File: config.mk
export PLATFORM = sky130hd
export DESIGN_NAME = pota_div
export DESIGN_NICKNAME = d
export VERILOG_FILES = /design/src/rtl/pota_pkg.sv /design/src/rtl/pota_div.sv
export SDC_FILE = /design/constraint.sdc
export NUM_CORES = 2
export LEC_CHECK = 0
export CAP_MARGIN = 5
export CORE_UTILIZATION = 60
export CTS_BUF_LIST = sky130_fd_sc_hd__clkbuf_8
export CTS_CLUSTER_SIZE = 28
export DETAILED_ROUTE_END_ITERATION = 16
export DONT_BUFFER_PORTS = 1
export HOLD_SLACK_MARGIN = 0.1
export PLACE_DENSITY = 0.76
export SYNTH_ARGS = -nofsm -noshare
export SYNTH_HDL_FRONTEND = slang
export SYNTH_SLANG_ARGS = --single-unit
File: constraint.sdc
create_clock -name clock -period 11.4 [get_ports clock]
set_clock_uncertainty 0.1 [all_clocks]
set_input_delay 0.57 -clock clock [delete_from_list [all_inputs] [get_ports clock]]
set_output_delay 0.57 -clock clock [all_outputs]
set_load 0.02 [all_outputs]
File: src/rtl/pota_pkg.sv
// pota_pkg: shared widths, register indexes and stage types
// for the tool-z pose offset block; no dependencies
`timescale 1ns / 1ps
`default_nettype none
package pota_pkg;

   // quotient bits of one offset component (|offset| <= |distance| < 2^20 + 1)
   localparam int QUO_BITS = 21;
   localparam int NUM_BITS = 55;   // 2*|d*num| + n
   localparam int DEN_BITS = 34;   // 2*n

   // register indexes on the csr port
   localparam logic REG_ENABLE   = 1'b0;
   localparam logic REG_DISTANCE = 1'b1;

   typedef struct packed {
      logic [NUM_BITS-1:0] num_x;
      logic [NUM_BITS-1:0] num_y;
      logic [NUM_BITS-1:0] num_z;
      logic [DEN_BITS-1:0] den;
   } div_in_type;

   typedef struct packed {
      logic signed [31:0] pos_x;
      logic signed [31:0] pos_y;
      logic signed [31:0] pos_z;
      logic               apply;
      logic [2:0]         neg;      // offset sign per axis
   } side_type;

endpackage
`default_nettype wire

File: src/rtl/pota_div.sv
// pota_div: pipelined restoring divider, one quotient bit per stage
// uses pota_pkg widths; quotient must fit in QUO_BITS
`timescale 1ns / 1ps
`default_nettype none
module pota_div (
   input  wire                                clock,
   input  wire                                en,
   input  wire  [pota_pkg::NUM_BITS-1:0]      num,
   input  wire  [pota_pkg::DEN_BITS-1:0]      den,
   output logic [pota_pkg::QUO_BITS-1:0]      quo
);

   localparam int QB = pota_pkg::QUO_BITS;
   localparam int DB = pota_pkg::DEN_BITS;

   logic [DB-1:0] rem_ff [0:QB];
   logic [DB-1:0] den_ff [0:QB];
   logic [QB-1:0] low_ff [0:QB];
   logic [QB-1:0] quo_ff [0:QB];

   // trial subtraction of every stage
   logic [DB:0]   trial [1:QB];
   logic [QB:1]   ge;

   always_comb begin
      for (int k = 1; k <= QB; k++) begin
         trial[k] = {rem_ff[k-1], low_ff[k-1][QB-1]};
         ge[k]    = trial[k] >= {1'b0, den_ff[k-1]};
      end
   end

   always_ff @(posedge clock) begin
      if (en) begin
         rem_ff[0] <= num[pota_pkg::NUM_BITS-1:QB];
         low_ff[0] <= num[QB-1:0];
         den_ff[0] <= den;
         quo_ff[0] <= '0;
         for (int k = 1; k <= QB; k++) begin
            rem_ff[k] <= ge[k] ? DB'(trial[k] - {1'b0, den_ff[k-1]}) : DB'(trial[k]);
            low_ff[k] <= {low_ff[k-1][QB-2:0], 1'b0};
            den_ff[k] <= den_ff[k-1];
            quo_ff[k] <= {quo_ff[k-1][QB-2:0], ge[k]};
         end
      end
   end

   assign quo = quo_ff[QB];

endmodule
`default_nettype wire

# == Word level (Yosys, flattened, before mapping) ==
# Memory sizes are Yosys's and may differ from the RTL's.
# Cells that the tools add are included.
# op_classes
muxes,23
add_sub_neg,21
magnitude_cmp,21
# ops
operator,n
>= comparator 35 x 34 -> 1 bit,21
two-way mux 34 bit,21
subtractor 34 bit,21
two-way mux 1 bit,2
# word_totals
elab_cells,69
ram_bits,2420
out_inout_bits,21
ff_bits,0
n_memories,4
inputBits,91
# mem_list
memory,words,width,read_ports,rd_clocked_by_memory_dff,wr,line_no,source
den_ff,22,34,21,0,22,pota_div.sv:17,logic [DB-1:0] den_ff [0:QB];
rem_ff,22,34,21,0,22,pota_div.sv:16,logic [DB-1:0] rem_ff [0:QB];
low_ff,22,21,21,0,22,pota_div.sv:18,logic [QB-1:0] low_ff [0:QB];
quo_ff,22,21,22,0,22,pota_div.sv:19,logic [QB-1:0] quo_ff [0:QB];

# == Depth between registers and ports, before layout ==
# depth
depth_word,2
depth_mapped,15

# == Worst setup path before layout ==
# OpenSTA, ideal clock, no wires.
# synth_timing
kind,register -> register
startpoint,mem low_ff[4][20] in the netlist's numbering
endpoint,"mem rem_ff[0][200] in the netlist's numbering, data pin"
setup_slack_ps,7800
setup_time_ps,260
arrival_time_ps,3240
period_less_slack_ps,3600
stages_incl_launch_ff,15
t_required_ps,11040
cell_sequence,edfxtp_1 inv_1 ha_1 inv_1 fa_1 a21o_1 a31o_2 a221oi_1 o221ai_1 a21bo_2 a21o_1 a41oi_1 o21ai_0 xor2_1 mux2_2
# synth_lines
element,line_no
"start, declared",pota_div.sv:18
"end, declared",pota_div.sv:16

==> impl_metrics.ini <==
[sta]
finalHoldViolCount = 0
hold_ws_ns = 0.260
fmax_mhz = 175
relSlewSlack = -0.0538
setup_ws_ns = 5.67
drv_slew = 132
period_minus_slack_ns = 5.73
worstMarginPinSlew_ns = 1.58
rsz0062_at_grt = no
finalSetupViolations = 0
period_share = 0.502
fin_setup_tns_ns = 0

[grt]
grt_use_total = 0.276
overflow = 0
antenna_found_initial = 5
grt_first_pass_wirelength_um = 372000
grt_max_degree = 257
grt_pass1_vias = 67600

[placed_design]
placed_area_um2 = 105000
place_congestion = 0.981
dpl.hpwl_um = 177000
pre_cts_slack_ns = 6.53
portBuffers = 0

[critical_path]
cp_common_cell = buf_16
endpoint_kind = register
crit_path_max_fanout = 256
worstSetupStartpointType = input pin
critPathSlowestCell = dlygate4sd3_1
worstPathArrival_ns = 6.26
crit_type = in2reg
worstPathCellList = dlygate4sd3_1 -> buf_16 -> buf_16 -> buf_16 -> buf_16 -> buf_16
required_ns = 11.93
slowest_delay_ns = 0.96

[status]
violations = slew limit
outcome = finished with violations

[floorplanning]
fp.dieW_um = 416
die_h_um = 416
core.rowCount = 151
core_um2 = 170000
dieArea_um2 = 173000
initial_core_util = 0.606
pin_count = 112

[cts]
ctsResizeCount = 0
postCtsSetupRepairBufs = 0
hold_buffers = 180
htreeDepth = 5
cts-root-buf = clkbuf_8
cts_sinks = 1890
clkTransAtPathRegs_ns = 0.06
clk_latency_ns = 1.06
cts_tree = done
cts.path.max_buffers = 4
cts_buffers = 326

[cells_and_area]
syn2layout_area_growth_pct = 9.82
stdcell_area_um2 = 113000
layout-drive-gt1-share = 0.102
fin_nets = 9698

[synth]
synth_edf_count = 1890
yosys_warnings = 0
ys_async_sr_fraction = 0
synth-main-ff-cell = edfxtp_1
syn_inst = 8546
synth.avg_cell_area_um2 = 12.0
netlist_area_um2 = 103000
syn-num-nets = 9371
yosysSeqAreaShare = 0.552
ys_types = 98
ys_seq_elements = 1890

[detailed_routing]
drt_pass1_iterations = 8
drt_wl_total_um = 241000
drt_iter0_markers = 4836
wl_per_cell_um = 21.3
ant_nets = 0
vias = 67500
viasPerCell = 5.96
drc = 0

[hold_path]
hold_class = reg2reg

[pwr]
total_leakage_power_nw = 46.3
p_per_area_nw_per_um2 = 283
total_power_mw = 31.9
ir_drop_uv = 156

[run]
maxCapViolCount = 0
[power by group]
group | total [mW] | internal (mW) | switching (mW) | leakage, nW
Sequential | 11.3 | 10.2 | 1.14 | 18.5
Clock | 5.76 | 3.07 | 2.70 | 3.38
Combinational | 14.8 | 6.68 | 8.14 | 24.5
Total | 31.9 | 19.9 | 12.0 | 46.3
[layout by cell type (no fill, tap or decap), types with 21 or more instances in the layout]
cell type      count
o21ai_0          396
a21boi_0          21
mux2_1            27
nand3_1          130
and4_1            32
nor2_1           436
nand2b_1          78
a31oi_1           62
and3_1            68
mux2_2           407
a311oi_1          22
o31ai_1           33
nand2_1          419
o211ai_1          31
nor4_1            22
nand4_1          108
a221oi_1          33
xor2_1           216
and2_1            40
mux2_4            28
buf_4             27
a21oi_1          658
inv_1            984
edfxtp_1        1890
nor2b_1           84
xnor2_1          377
clkinv_1          73
clkbuf_8         334
ha_1             714
a211oi_1          72
o21a_1            76
a21o_1           418
nor3_1            88
o21bai_1         109
clkinv_2          32
dlygate4sd3_1    179
[metrics by stage]
step	cells	util
after global placement	10600	0.619
final	11300	0.665
after floorplan	8546	-
after global routing	11300	0.665
after detailed placement	10600	0.619
after CTS	11300	0.665
[Yosys cell counts (131+ instances only)]
library cell  count  area (um^2)
o21ai_0         396         1980
nor2_1          436         1640
a21o_1          418         3140
inv_1           888         3330
mux2_2          407         4580
xor2_1          216         1890
nand2_1         419         1570
edfxtp_1       1890        56800
ha_1            714         8930
a21oi_1         659         3300
clkbuf_1        131          492
xnor2_1         377         3300
[critical path, delay by kind of cell]
family	cells	cell delay [ns]
buffers and inverters	6	4.31
[kinds of logic (layout without fill, tap and decap cells)]
group / count (synthesis) / count (layout) / synth area share
muxes: 478 / 478 / 0.0532
xor gates and xnor gates: 593 / 593 / 0.0506
other: 0 / 6 / 0
and+or+nand+nor: 1591 / 1591 / 0.0753
DFF: 1890 / 1890 / 0.552
buffers and inverters: 1104 / 1660 / 0.0424
adders and majority gates: 734 / 734 / 0.0909
AOI/OAI and AO/OA: 2156 / 2156 / 0.135
[metal layers]
| layer | vias to the layer above | global-route usage | wire [um] |
|---|---|---|---|
| li1 | 32400 | - | - |
| met1 | 32700 | 0.324 | 95300 |
| met2 | 1877 | 0.491 | 123000 |
| met3 | 568 | 0.0406 | 10400 |
| met4 | 0 | 0.143 | 12500 |
| met5 | - | 0 | 0 |
[flip-flops by register name, indices dropped and copies added, names as in the netlist]
register / count
den_ff: 714
low_ff: 231
quo_ff: 231
rem_ff: 714
[cell type report]
type                    instances  area, um^2
flip-flops and latches       1890       56800
fillers                     12500       56800
well taps                    2218        2780
multi-input cells            5552       41800
diodes                          6        15.0
clock inverters               223        1320
repair buffers                215        2240
clock buffers                 334        4600
inverters                     888        3330
[path summary, 6_finish.rpt]
kind | slack, ns | cells past startpoint | end | startpoint
worst max-delay path | 5.67 | 6 | den_ff[4][72]$_DFFE_PP_ | en
worst min-delay path | 0.26 | 0 | low_ff[1][9]$_DFFE_PP_ | low_ff[0][8]$_DFFE_PP_
worst max register to register | 6.52 | 12 | rem_ff[0][37]$_DFFE_PP_ | den_ff[0][7]$_DFFE_PP_
worst min register to register | 0.26 | 0 | low_ff[1][9]$_DFFE_PP_ | low_ff[0][8]$_DFFE_PP_
Power figures use the tool's default switching activity.
